===== src/design/ctts_pkg.sv =====
`timescale 1ns / 1ps
`default_nettype none
// ----------------------------------------------------------------------------
// ctts_pkg
// Types and constants shared by the camera trigger time sync block.
// ----------------------------------------------------------------------------
package ctts_pkg;

	localparam int CFG_IDX_W = 2;
	localparam int ID_W      = 29;
	localparam int TS_W      = 32;

	localparam logic [CFG_IDX_W-1:0] REG_SYNC_ID  = 2'd0;
	localparam logic [CFG_IDX_W-1:0] REG_GLOB_ID  = 2'd1;
	localparam logic [CFG_IDX_W-1:0] REG_CALIB    = 2'd2;
	localparam logic [CFG_IDX_W-1:0] REG_TIMEOUT  = 2'd3;

	localparam logic [ID_W-1:0] RST_SYNC_ID = 29'd83820783;
	localparam logic [ID_W-1:0] RST_GLOB_ID = 29'd83821039;
	localparam logic [TS_W-1:0] RST_CALIB   = 32'd10000;
	localparam logic [TS_W-1:0] RST_TIMEOUT = 32'd2000000;

	localparam logic CMD_FRAME = 1'b0;
	localparam logic CMD_TICK  = 1'b1;

	typedef enum logic [2:0] {
		ST_IDLE,
		ST_LAG,
		ST_CYC,
		ST_BASE,
		ST_SEARCH,
		ST_FINISH
	} state_t;

	// window control from the sequencer to the window storage
	typedef struct packed {
		logic wr_sync;
		logic wr_glob;
		logic shift_sync;
		logic shift_glob;
		logic rot_sync;
		logic rot_glob;
	} win_ctl_t;

	// "a past b": a - b lies in the lower half of the wrapping range
	function automatic logic is_past(input logic [TS_W-1:0] a, input logic [TS_W-1:0] b);
		logic [TS_W-1:0] d;
		d = a - b;
		return ~d[TS_W-1];
	endfunction

endpackage

`default_nettype wire


===== src/design/ctts_if.sv =====
`timescale 1ns / 1ps
`default_nettype none
// ----------------------------------------------------------------------------
// ctts interfaces
// Frame input channel, result output channel and configuration write channel.
// ----------------------------------------------------------------------------
interface ctts_frame_if import ctts_pkg::*; ();
	logic            valid;
	logic            ready;
	logic            command;
	logic [ID_W-1:0] frame_id;
	logic [TS_W-1:0] payload;
	logic [TS_W-1:0] now;

	modport source (output valid, command, frame_id, payload, now, input ready);
	modport sink (input valid, command, frame_id, payload, now, output ready);
endinterface

interface ctts_result_if import ctts_pkg::*; ();
	logic            valid;
	logic            ready;
	logic            fire;
	logic            running;
	logic [TS_W-1:0] trigger_count;
	logic [TS_W-1:0] min_lag;
	logic [TS_W-1:0] cycle_time;
	logic [TS_W-1:0] pending_trigger;
	logic            search_overflow;

	modport source (output valid, fire, running, trigger_count, min_lag, cycle_time,
		pending_trigger, search_overflow, input ready);
	modport sink (input valid, fire, running, trigger_count, min_lag, cycle_time,
		pending_trigger, search_overflow, output ready);
endinterface

interface ctts_cfg_if import ctts_pkg::*; ();
	logic                 valid;
	logic                 ready;
	logic [CFG_IDX_W-1:0] idx;
	logic [TS_W-1:0]      data;

	modport source (output valid, idx, data, input ready);
	modport sink (input valid, idx, data, output ready);
endinterface

`default_nettype wire


===== src/design/camera_trigger_time_sync_core.sv =====
`timescale 1ns / 1ps
`default_nettype none
// Flow: an item that does not plan goes from accept through ST_FINISH to the result;
//   a planning item first passes ST_LAG, ST_CYC, ST_BASE and ST_SEARCH (0..SEARCH_LIMIT candidate steps).
// Throughput: one item at a time; the shared 32-bit add/subtract unit walks the
//   windows (one entry per cycle) and then the candidate search (one step per cycle).
// Reset: arst_n clears phase, fills, timing registers, counter and configuration
//   defaults at once; the windows are not cleared and are read only once filled.
// ----------------------------------------------------------------------------
// camera_trigger_time_sync_core
// Camera trigger time synchronizer: collects sync and global stamps, derives
// lag and cycle, plans and fires triggers, drops back on bus silence.
// ----------------------------------------------------------------------------
module camera_trigger_time_sync_core import ctts_pkg::*; #(
	parameter int WINDOW       = 10,
	parameter int SEARCH_LIMIT = 256
) (
	input wire logic     clk,
	input wire logic     arst_n,
	ctts_frame_if.sink   frames,
	ctts_result_if.source results,
	ctts_cfg_if.sink     cfg
);

	localparam int IW = $clog2(WINDOW);
	localparam int FW = $clog2(WINDOW + 1);
	localparam int SW = $clog2(SEARCH_LIMIT + 1);
	localparam logic [FW-1:0] FILL_FULL = FW'(WINDOW);
	localparam logic [IW-1:0] K_LAST    = IW'(WINDOW - 1);
	localparam logic [SW-1:0] STEP_MAX  = SW'(SEARCH_LIMIT);

	// configuration
	logic [ID_W-1:0] sync_id_q, glob_id_q;
	logic [TS_W-1:0] calib_q, timeout_q;

	// control state
	state_t          state_q, state_d;
	logic [FW-1:0]   sync_fill_q, glob_fill_q;
	logic            running_q;
	logic [TS_W-1:0] pend_q, lag_q, cycle_q, last_act_q, fire_cnt_q;
	logic            ovf_q;
	logic [IW-1:0]   k_q;
	logic [SW-1:0]   step_q;
	logic [TS_W-1:0] now_q;
	logic            fire_q;

	// output register
	logic            out_valid_q;
	logic            o_fire_q, o_running_q, o_ovf_q;
	logic [TS_W-1:0] o_count_q, o_lag_q, o_cycle_q, o_pend_q;

	// ------------------------------------------------------------------
	// accept-cycle decode
	// ------------------------------------------------------------------
	logic            accept;
	logic            is_frame, sync_match, glob_match;
	logic            s_wr, g_wr;
	logic [FW-1:0]   sync_fill_d, glob_fill_d;
	logic            enter_run;
	logic            run_sync_hit, run_glob_hit;
	logic [TS_W-1:0] last_act_d, idle_span;
	logic            fire_now, silence;
	logic            start_plan;

	assign accept     = frames.valid && frames.ready;
	assign is_frame   = frames.command == CMD_FRAME;
	assign sync_match = is_frame && frames.frame_id == sync_id_q;
	assign glob_match = is_frame && frames.frame_id == glob_id_q;

	assign s_wr = !running_q && sync_match && sync_fill_q < FILL_FULL;
	assign g_wr = !running_q && glob_match && glob_fill_q < FILL_FULL
		&& frames.payload != '0;
	assign sync_fill_d = s_wr ? sync_fill_q + 1'b1 : sync_fill_q;
	assign glob_fill_d = g_wr ? glob_fill_q + 1'b1 : glob_fill_q;
	assign enter_run   = !running_q && is_frame && sync_fill_d >= FILL_FULL
		&& glob_fill_d >= FILL_FULL;

	// while running, an identifier matching both counts as sync only
	assign run_sync_hit = running_q && sync_match;
	assign run_glob_hit = running_q && !sync_match && glob_match;
	assign last_act_d   = (run_sync_hit || run_glob_hit) ? frames.now : last_act_q;
	assign idle_span    = frames.now - last_act_d;
	assign fire_now     = running_q && is_past(frames.now, pend_q);
	assign silence      = running_q && idle_span > timeout_q;
	assign start_plan   = enter_run || fire_now;

	// ------------------------------------------------------------------
	// window storage
	// ------------------------------------------------------------------
	win_ctl_t        win_ctl;
	logic [TS_W-1:0] sync1, arr0, glob0, glob1, glob_last;

	ctts_windows #(
		.WINDOW (WINDOW)
	) u_windows (
		.clk       (clk),
		.ctl       (win_ctl),
		.sync_idx  (sync_fill_q[IW-1:0]),
		.glob_idx  (glob_fill_q[IW-1:0]),
		.now       (frames.now),
		.payload   (frames.payload),
		.sync1     (sync1),
		.arr0      (arr0),
		.glob0     (glob0),
		.glob1     (glob1),
		.glob_last (glob_last)
	);

	// ------------------------------------------------------------------
	// shared add/subtract unit
	// ------------------------------------------------------------------
	logic [TS_W-1:0] op_a, op_b, alu_sum;
	logic            op_sub;
	logic            cand_past;

	always_comb begin
		op_a   = '0;
		op_b   = '0;
		op_sub = 1'b0;
		case (state_q)
			ST_LAG: begin
				op_a   = sync1;
				op_b   = arr0;
				op_sub = 1'b1;
			end
			ST_CYC: begin
				op_a   = glob1;
				op_b   = glob0;
				op_sub = 1'b1;
			end
			ST_BASE: begin
				if (k_q == '0) begin
					op_a   = glob_last;
					op_b   = lag_q;
					op_sub = 1'b1;
				end else begin
					op_a = pend_q;
					op_b = calib_q;
				end
			end
			ST_SEARCH: begin
				op_a = pend_q;
				op_b = cycle_q;
			end
			default: begin
				op_a = '0;
			end
		endcase
	end

	assign alu_sum   = op_a + (op_b ^ {TS_W{op_sub}}) + {{(TS_W-1){1'b0}}, op_sub};
	assign cand_past = is_past(now_q, pend_q);

	logic scan_take, out_load, search_stop;

	assign scan_take   = k_q != K_LAST
		&& (k_q == '0 || alu_sum < (state_q == ST_LAG ? lag_q : cycle_q));
	assign search_stop = cycle_q == '0 || step_q >= STEP_MAX;
	assign out_load    = !out_valid_q || results.ready;

	// ------------------------------------------------------------------
	// sequencer: next state
	// ------------------------------------------------------------------
	always_comb begin
		state_d = state_q;
		case (state_q)
			ST_IDLE: begin
				if (accept) begin
					state_d = start_plan ? ST_LAG : ST_FINISH;
				end
			end
			ST_LAG: begin
				if (k_q == K_LAST) begin
					state_d = ST_CYC;
				end
			end
			ST_CYC: begin
				if (k_q == K_LAST) begin
					state_d = ST_BASE;
				end
			end
			ST_BASE: begin
				if (k_q != '0) begin
					state_d = ST_SEARCH;
				end
			end
			ST_SEARCH: begin
				if (!cand_past || search_stop) begin
					state_d = ST_FINISH;
				end
			end
			ST_FINISH: begin
				if (out_load) begin
					state_d = ST_IDLE;
				end
			end
			default: begin
				state_d = ST_IDLE;
			end
		endcase
	end

	// ------------------------------------------------------------------
	// sequencer: outputs
	// ------------------------------------------------------------------
	always_comb begin
		frames.ready = 1'b0;
		win_ctl      = '0;
		case (state_q)
			ST_IDLE: begin
				frames.ready       = 1'b1;
				win_ctl.wr_sync    = accept && s_wr;
				win_ctl.wr_glob    = accept && g_wr;
				win_ctl.shift_sync = accept && run_sync_hit;
				win_ctl.shift_glob = accept && run_glob_hit;
			end
			ST_LAG: begin
				win_ctl.rot_sync = 1'b1;
			end
			ST_CYC: begin
				win_ctl.rot_glob = 1'b1;
			end
			default: begin
				frames.ready = 1'b0;
			end
		endcase
	end

	assign cfg.ready = 1'b1;

	// ------------------------------------------------------------------
	// registers
	// ------------------------------------------------------------------
	always_ff @(posedge clk or negedge arst_n) begin
		if (!arst_n) begin
			sync_id_q   <= RST_SYNC_ID;
			glob_id_q   <= RST_GLOB_ID;
			calib_q     <= RST_CALIB;
			timeout_q   <= RST_TIMEOUT;
			state_q     <= ST_IDLE;
			sync_fill_q <= '0;
			glob_fill_q <= '0;
			running_q   <= 1'b0;
			pend_q      <= '0;
			lag_q       <= '0;
			cycle_q     <= '0;
			last_act_q  <= '0;
			fire_cnt_q  <= '0;
			ovf_q       <= 1'b0;
			k_q         <= '0;
			step_q      <= '0;
			out_valid_q <= 1'b0;
		end else begin
			state_q <= state_d;

			if (cfg.valid && cfg.ready) begin
				case (cfg.idx)
					REG_SYNC_ID: sync_id_q <= cfg.data[ID_W-1:0];
					REG_GLOB_ID: glob_id_q <= cfg.data[ID_W-1:0];
					REG_CALIB:   calib_q   <= cfg.data;
					REG_TIMEOUT: timeout_q <= cfg.data;
					default:     calib_q   <= calib_q;
				endcase
			end

			case (state_q)
				ST_IDLE: begin
					k_q <= '0;
					if (accept) begin
						if (!running_q) begin
							sync_fill_q <= sync_fill_d;
							glob_fill_q <= glob_fill_d;
							if (enter_run) begin
								running_q  <= 1'b1;
								last_act_q <= frames.now;
							end
						end else begin
							last_act_q <= last_act_d;
							if (fire_now) begin
								fire_cnt_q <= fire_cnt_q + 1'b1;
							end
							// drop back to collecting on silence
							if (silence) begin
								running_q   <= 1'b0;
								sync_fill_q <= '0;
								glob_fill_q <= '0;
							end
						end
					end
				end
				ST_LAG: begin
					if (scan_take) begin
						lag_q <= alu_sum;
					end
					k_q <= (k_q == K_LAST) ? '0 : k_q + 1'b1;
				end
				ST_CYC: begin
					if (scan_take) begin
						cycle_q <= alu_sum;
					end
					k_q <= (k_q == K_LAST) ? '0 : k_q + 1'b1;
				end
				ST_BASE: begin
					pend_q <= alu_sum;
					k_q    <= k_q + 1'b1;
					ovf_q  <= 1'b0;
					step_q <= '0;
				end
				ST_SEARCH: begin
					if (cand_past) begin
						if (search_stop) begin
							ovf_q <= 1'b1;
						end else begin
							pend_q <= alu_sum;
							step_q <= step_q + 1'b1;
						end
					end
				end
				ST_FINISH: begin
					if (out_load) begin
						out_valid_q <= 1'b1;
					end
				end
				default: begin
					k_q <= '0;
				end
			endcase

			if (out_valid_q && results.ready && !(state_q == ST_FINISH)) begin
				out_valid_q <= 1'b0;
			end
		end
	end

	// item payload and result payload
	always_ff @(posedge clk) begin
		if (accept) begin
			now_q  <= frames.now;
			fire_q <= fire_now;
		end
		if (state_q == ST_FINISH && out_load) begin
			o_fire_q    <= fire_q;
			o_running_q <= running_q;
			o_count_q   <= fire_cnt_q;
			o_lag_q     <= lag_q;
			o_cycle_q   <= cycle_q;
			o_pend_q    <= pend_q;
			o_ovf_q     <= ovf_q;
		end
	end

	assign results.valid           = out_valid_q;
	assign results.fire            = o_fire_q;
	assign results.running         = o_running_q;
	assign results.trigger_count   = o_count_q;
	assign results.min_lag         = o_lag_q;
	assign results.cycle_time      = o_cycle_q;
	assign results.pending_trigger = o_pend_q;
	assign results.search_overflow = o_ovf_q;

	// ------------------------------------------------------------------
	// assertions
	// ------------------------------------------------------------------
	a_fire_counts: assert property (@(posedge clk) disable iff (!arst_n)
		(accept && fire_now) |=> fire_cnt_q == $past(fire_cnt_q) + 1'b1)
		else $error("trigger counter did not advance on fire");

	a_plan_starts: assert property (@(posedge clk) disable iff (!arst_n)
		(accept && start_plan) |=> (state_q == ST_LAG && k_q == '0))
		else $error("planning did not start with a fresh scan");

	a_step_bound: assert property (@(posedge clk) disable iff (!arst_n)
		step_q <= STEP_MAX)
		else $error("candidate search ran past its limit");

	a_finish_load: assert property (@(posedge clk) disable iff (!arst_n)
		(state_q == ST_FINISH && out_load) |=> (results.valid && state_q == ST_IDLE))
		else $error("finished item was not presented");

endmodule

`default_nettype wire


===== src/design/ctts_windows.sv =====
`timescale 1ns / 1ps
`default_nettype none
// ----------------------------------------------------------------------------
// ctts_windows
// Sync, arrival and global stamp windows: indexed fill while collecting,
// shift-in while running, rotation for the planning scan.
// ----------------------------------------------------------------------------
module ctts_windows import ctts_pkg::*; #(
	parameter int WINDOW = 10
) (
	input  wire logic                        clk,
	input  wire win_ctl_t                    ctl,
	input  wire logic [$clog2(WINDOW)-1:0]   sync_idx,
	input  wire logic [$clog2(WINDOW)-1:0]   glob_idx,
	input  wire logic [TS_W-1:0]             now,
	input  wire logic [TS_W-1:0]             payload,
	output logic      [TS_W-1:0]             sync1,
	output logic      [TS_W-1:0]             arr0,
	output logic      [TS_W-1:0]             glob0,
	output logic      [TS_W-1:0]             glob1,
	output logic      [TS_W-1:0]             glob_last
);

	localparam int IW = $clog2(WINDOW);

	logic [TS_W-1:0] sync_q [WINDOW];
	logic [TS_W-1:0] arr_q  [WINDOW];
	logic [TS_W-1:0] glob_q [WINDOW];

	for (genvar k = 0; k < WINDOW; k++) begin : g_entry
		localparam int NXT = (k + 1) % WINDOW;
		localparam logic [IW-1:0] IDX = IW'(k);
		logic [TS_W-1:0] sync_in;
		logic [TS_W-1:0] arr_in;
		logic [TS_W-1:0] glob_in;

		if (k == WINDOW - 1) begin : g_tail
			assign sync_in = payload;
			assign arr_in  = now;
			assign glob_in = payload;
		end else begin : g_body
			assign sync_in = sync_q[k+1];
			assign arr_in  = arr_q[k+1];
			assign glob_in = glob_q[k+1];
		end

		always_ff @(posedge clk) begin
			if (ctl.rot_sync) begin
				sync_q[k] <= sync_q[NXT];
				arr_q[k]  <= arr_q[NXT];
			end else if (ctl.shift_sync) begin
				sync_q[k] <= sync_in;
				arr_q[k]  <= arr_in;
			end else if (ctl.wr_sync && sync_idx == IDX) begin
				sync_q[k] <= payload;
				arr_q[k]  <= now;
			end

			if (ctl.rot_glob) begin
				glob_q[k] <= glob_q[NXT];
			end else if (ctl.shift_glob) begin
				glob_q[k] <= glob_in;
			end else if (ctl.wr_glob && glob_idx == IDX) begin
				glob_q[k] <= payload;
			end
		end
	end

	assign sync1     = sync_q[1];
	assign arr0      = arr_q[0];
	assign glob0     = glob_q[0];
	assign glob1     = glob_q[1];
	assign glob_last = glob_q[WINDOW-1];

endmodule

`default_nettype wire

===== src/flat_wrapper.sv =====
// flat-port wrapper written by rule: the top's interface ports become plain ports
module camera_trigger_time_sync_core_flat import ctts_pkg::*;
#(
	parameter int WINDOW       = 10,
	parameter int SEARCH_LIMIT = 256
)
  (clk, arst_n, frames_valid, frames_command, frames_frame_id, frames_payload, frames_now, frames_ready, results_valid, results_fire, results_running, results_trigger_count, results_min_lag, results_cycle_time, results_pending_trigger, results_search_overflow, results_ready, cfg_valid, cfg_idx, cfg_data, cfg_ready);
  ctts_frame_if frames_i ();
  ctts_result_if results_i ();
  ctts_cfg_if cfg_i ();
  input wire logic clk;
  input wire logic arst_n;
  input wire logic [$bits(frames_i.valid)-1:0] frames_valid;
  input wire logic [$bits(frames_i.command)-1:0] frames_command;
  input wire logic [$bits(frames_i.frame_id)-1:0] frames_frame_id;
  input wire logic [$bits(frames_i.payload)-1:0] frames_payload;
  input wire logic [$bits(frames_i.now)-1:0] frames_now;
  output wire logic [$bits(frames_i.ready)-1:0] frames_ready;
  output wire logic [$bits(results_i.valid)-1:0] results_valid;
  output wire logic [$bits(results_i.fire)-1:0] results_fire;
  output wire logic [$bits(results_i.running)-1:0] results_running;
  output wire logic [$bits(results_i.trigger_count)-1:0] results_trigger_count;
  output wire logic [$bits(results_i.min_lag)-1:0] results_min_lag;
  output wire logic [$bits(results_i.cycle_time)-1:0] results_cycle_time;
  output wire logic [$bits(results_i.pending_trigger)-1:0] results_pending_trigger;
  output wire logic [$bits(results_i.search_overflow)-1:0] results_search_overflow;
  input wire logic [$bits(results_i.ready)-1:0] results_ready;
  input wire logic [$bits(cfg_i.valid)-1:0] cfg_valid;
  input wire logic [$bits(cfg_i.idx)-1:0] cfg_idx;
  input wire logic [$bits(cfg_i.data)-1:0] cfg_data;
  output wire logic [$bits(cfg_i.ready)-1:0] cfg_ready;
  assign frames_i.valid = frames_valid;
  assign frames_i.command = frames_command;
  assign frames_i.frame_id = frames_frame_id;
  assign frames_i.payload = frames_payload;
  assign frames_i.now = frames_now;
  assign frames_ready = frames_i.ready;
  assign results_valid = results_i.valid;
  assign results_fire = results_i.fire;
  assign results_running = results_i.running;
  assign results_trigger_count = results_i.trigger_count;
  assign results_min_lag = results_i.min_lag;
  assign results_cycle_time = results_i.cycle_time;
  assign results_pending_trigger = results_i.pending_trigger;
  assign results_search_overflow = results_i.search_overflow;
  assign results_i.ready = results_ready;
  assign cfg_i.valid = cfg_valid;
  assign cfg_i.idx = cfg_idx;
  assign cfg_i.data = cfg_data;
  assign cfg_ready = cfg_i.ready;
  camera_trigger_time_sync_core #(.WINDOW(WINDOW), .SEARCH_LIMIT(SEARCH_LIMIT)) u_core (.clk(clk), .arst_n(arst_n), .frames(frames_i), .results(results_i), .cfg(cfg_i));
endmodule

===== config.mk =====
export PLATFORM = sky130hd
export DESIGN_NAME = camera_trigger_time_sync_core_flat
export DESIGN_NICKNAME = d
export VERILOG_FILES = /design/src/design/ctts_pkg.sv /design/src/design/ctts_if.sv /design/src/design/camera_trigger_time_sync_core.sv /design/src/design/ctts_windows.sv /design/src/flat_wrapper.sv
export SDC_FILE = /design/constraint.sdc
export NUM_CORES = 2
export LEC_CHECK = 0
export ABC_CLOCK_PERIOD_IN_PS = 14800
export BUFFER_PORTS_ARGS = -buffer_cell sky130_fd_sc_hd__buf_2
export CAP_MARGIN = 20
export CORE_MARGIN = 2
export CORE_UTILIZATION = 35
export CTS_CLUSTER_SIZE = 14
export DETAILED_ROUTE_END_ITERATION = 7
export PLACE_DENSITY = 0.5
export SYNTH_ARGS = -nofsm -noshare
export SYNTH_HDL_FRONTEND = slang
export SYNTH_SLANG_ARGS = --single-unit

===== constraint.sdc =====
create_clock -name clk -period 14.8 [get_ports clk]
set_clock_uncertainty 0.2 [all_clocks]
set_input_delay 1.48 -clock clk [delete_from_list [all_inputs] [get_ports clk]]
set_output_delay 1.48 -clock clk [all_outputs]
set_load 0.01 [all_outputs]

==> flow_summary_export.csv <==
group,metric,value,unit
placed_design,post-place-ws,5.19,ns
global_route,grt-ovfl-total,0,
die,rows,161,
timing,rsz0062_at_grt,"false",
worst_setup_path,regToRegEndpoint,"u_core.lag_q[3]",
die,start_util,0.352,
worst_setup_path,crit_path_max_incr_delay,0.63,ns
power,swShare,0.393,
synth,async_reset_ff_frac,0.216,
clocking,postCtsSetupBuffers,0,
timing,fmax,113,MHz
timing,max-slew-margin-rel,0.123,
placed_design,gp_congestion,0.897,
synth,ys_seq_elements,1433,
synth,synth_commonest_cells,"edfxtp_1 (1124), mux2_2 (1058), dfrtp_1 (264)",
synth,synth.distinct_cells,93,
clocking,clk_latency,0.81,ns
synth,synth_top_cell_area_share,0.497,
clocking,cts-hold-fix-buffers,0,
synth,yosysTopAreaCell,"edfxtp_1",
detailed_routing,vias,40100,
cells_and_area,nets,5059,
timing,setup_violations,0,
placed_design,dpl_cell_area,0.0721,sq mm
timing,setup_ws,5.93,ns
power,power_frac_comb,0.378,
clocking,max-clock-path-buffers,3,
global_route,grt_pass1_vias,40300,
timing,layout_min_cycle_time,8.87,ns
min_path,min_path_cells,1,
cells_and_area,fin_area,0.0771,sq mm
synth,netlist_area,0.0679,sq mm
timing,drv_slew,0,
cells_and_area,drive_gt1_frac,0.368,
synth,syn_inst,4510,
power,peakVddDrop,0.149,mV
cells_and_area,syn_to_final_growth,13.5,%
min_path,holdPathEnd,"u_core.fire_cnt_q[31]",
worst_setup_path,critPathRequiredTime,15.27,ns
detailed_routing,wl_per_cell,28.7,um
die,ios,267,
placed_design,dpl.hpwl,139000,um
power,powerDensity,195,mW/mm^2
synth,avgSynthCellArea,15.1,sq um
worst_setup_path,crit_top_cell,"o21ai_0",
detailed_routing,met2_length,98100,um
detailed_routing,via_per_inst,5.42,
timing,finalHoldViolCount,0,
worst_setup_path,r2r_cells,24,
worst_setup_path,r2r_start,"u_core.state_q[2]",
die,die-area,0.198,sq mm
global_route,grt.total_usage,0.212,
worst_setup_path,crit_fanout,36,
die,core_area,0.193,sq mm
worst_setup_path,crit_path_top_delay_cell,"nor2_2",
detailed_routing,drc,0,
worst_setup_path,startpoint,"frames_frame_id[7]",
detailed_routing,wl_met3,11200,um
clocking,htreeDepth,4,
power,p_int,0.00914,W
synth,synth-edff-count,1124,
worst_setup_path,criticalPathCategory,"in -> reg",
detailed_routing,drt_pass1_iterations,7,
global_route,grt_antenna_before_repair,21,
power,total_power,0.0151,W
detailed_routing,wl,212000,um
timing,worst_pin_slew,1.32,ns
synth,yosys-top-cells-area,"edfxtp_1 (50%), mux2_2 (18%), dfrtp_1 (9.7%), ha_1 (3.6%), dfstp_2 (1.7%)",
min_path,worstHoldStart,"u_core.fire_cnt_q[31]",
clocking,clk_pin_slew,0.06,ns
synth,ys.flop_type,"edfxtp_1",
status,status,"finished clean",
power,seqPwrFrac,0.363,
worst_setup_path,cp.arrival,9.33,ns
timing,setup_tns,0,ns
detailed_routing,first_iter_violations,3502,
placed_design,io_buffers,265,
detailed_routing,wl_met1,95600,um
worst_setup_path,reg2reg_slack,6.07,ns
clocking,cts_root_buffer,"clkbuf_16",
synth,yosysMostFrequentCell,"edfxtp_1",
timing,min_period_over_period,0.599,
synth,syn_nets,4842,
die,fp.dieW,445,um
job,drv_cap,0,
clocking,cts_buffers,163,
global_route,grt_pass1_wl,304000,um
die,die_y,445,um
worst_setup_path,start_kind,"input pin",
synth,yosys_warnings,0,
clocking,cts.repair.resized,0,
clocking,clock_sinks,1433,
detailed_routing,top_layer_used,"met5",
synth,synth-seq-area-share,0.612,
global_route,grt_max_degree,132,
clocking,cts_tree,"yes",
power,power.share.clock,0.259,
power,p_switching,0.00592,W
worst_setup_path,worstSetupEndpointType,"register",
detailed_routing,ant_nets,0,
power,power_leakage,24.0,nW
min_path,hold_path_class,"reg -> reg",
## layout make-up
cell class / count / area (sq um)
Clock inverter: 79 / 703
Inverter: 96 / 360
Tap cell: 2526 / 3160
Sequential cell: 1433 / 41500
Antenna cell: 5 / 12.5
Fill cell: 17900 / 116000
Clock buffer: 223 / 4320
Timing Repair Buffer: 342 / 1950
Multi-Input combinational cell: 2691 / 25100
## worst max-delay path: cells and delay by family
family                     cells  cell delay, ns
AOI/OAI and AO/OA             13            3.28
and+or+nand+nor                8            2.49
adders and majority gates      3            0.90
buffers and inverters          3            0.48
xor gates and xnor gates       2            0.32
muxes                          1            0.30
## logic make-up (layout without fill, tap and decap cells)
family | count (synthesis) | in the layout | share of synthesized area
buffers and inverters | 386 | 740 | 0.0248
flip-flops | 1433 | 1433 | 0.612
AND/OR/NAND/NOR | 575 | 575 | 0.0435
adder cells (fa/ha/maj) | 199 | 199 | 0.0369
multiplexers | 1267 | 1267 | 0.212
other | 1 | 6 | 0.0000552
AO/OA/AOI/OAI | 491 | 491 | 0.0507
XOR/XNOR | 158 | 158 | 0.0205
## cells in the final DEF, fill, tap and decap left out, types with 71 or more instances in the layout
master	netlist	routed
edfxtp_1	1124	1124
mux2_2	1058	1058
buf_2	64	264
dfrtp_1	264	264
ha_1	197	197
nand2_1	183	170
clkbuf_16	0	163
nor2_1	118	109
a21oi_1	98	98
inv_1	96	96
mux2_1	88	88
xor2_1	86	86
o21ai_0	86	78
buf_4	15	73
xnor2_1	71	71
## power groups by stage
stage / Sequential (W) / Clock [W] / Combinational [W]
2_1_floorplan: 0.00540 / 0 / 0.00364
3_3_place_gp: 0.00556 / 0 / 0.00566
3_5_place_dp: 0.00555 / 0 / 0.00568
4_1_cts: 0.00548 / 0.00400 / 0.00571
5_1_grt: 0.00550 / 0.00415 / 0.00619
6_report: 0.00547 / 0.00390 / 0.00569
## routing by layer
| layer | track usage | vias to the layer above |
|---|---|---|
| li1 | - | 17700 |
| met1 | 0.293 | 21000 |
| met2 | 0.337 | 1102 |
| met3 | 0.0367 | 282 |
| met4 | 0.0710 | 10 |
| met5 | 0 | - |
## metrics by stage
stage / hold slack (ns) / std cells / util
6_report: 0.273 / 7395 / 0.400
5_1_grt: 0.290 / 7390 / 0.400
4_1_cts: 0.274 / 7389 / 0.400
3_5_place_dp: 0.267 / 7087 / 0.374
3_3_place_gp: 0.262 / 7085 / 0.374
2_1_floorplan: 0.200 / 4510 / -
## registers in the layout, indices dropped and copies added (netlist names), 4 cells and up
name	cells
u_core.results.cycle_time	32
u_core.glob_id_q	29
u_core.results.trigger_count	32
u_core.last_act_q	32
u_core.pend_q	32
u_core.sync_id_q	29
u_core.fire_cnt_q	32
u_core.results.pending_trigger	32
u_core.cycle_q	32
u_core.glob_fill_q	4
u_core.timeout_q	32
u_core.k_q	4
u_core.u_windows.arr_q	320
u_core.results.min_lag	32
u_core.u_windows.glob_q	320
u_core.sync_fill_q	4
u_core.step_q	9
u_core.lag_q	32
u_core.now_q	32
u_core.u_windows.sync_q	320
u_core.calib_q	32
## worst max-delay path by stage
stage | slack [ns] | end
6_report | 5.93 | u_core.glob_fill_q[0]
5_1_grt | 5.51 | u_core.glob_fill_q[0]
4_1_cts | 6.04 | u_core.glob_fill_q[0]
3_5_place_dp | 5.19 | u_core.glob_fill_q[0]
3_3_place_gp | 5.32 | u_core.glob_fill_q[0]
2_1_floorplan | 3.29 | u_core.results.cycle_time[0]
Note: power is estimated with default switching activity, not from simulation.
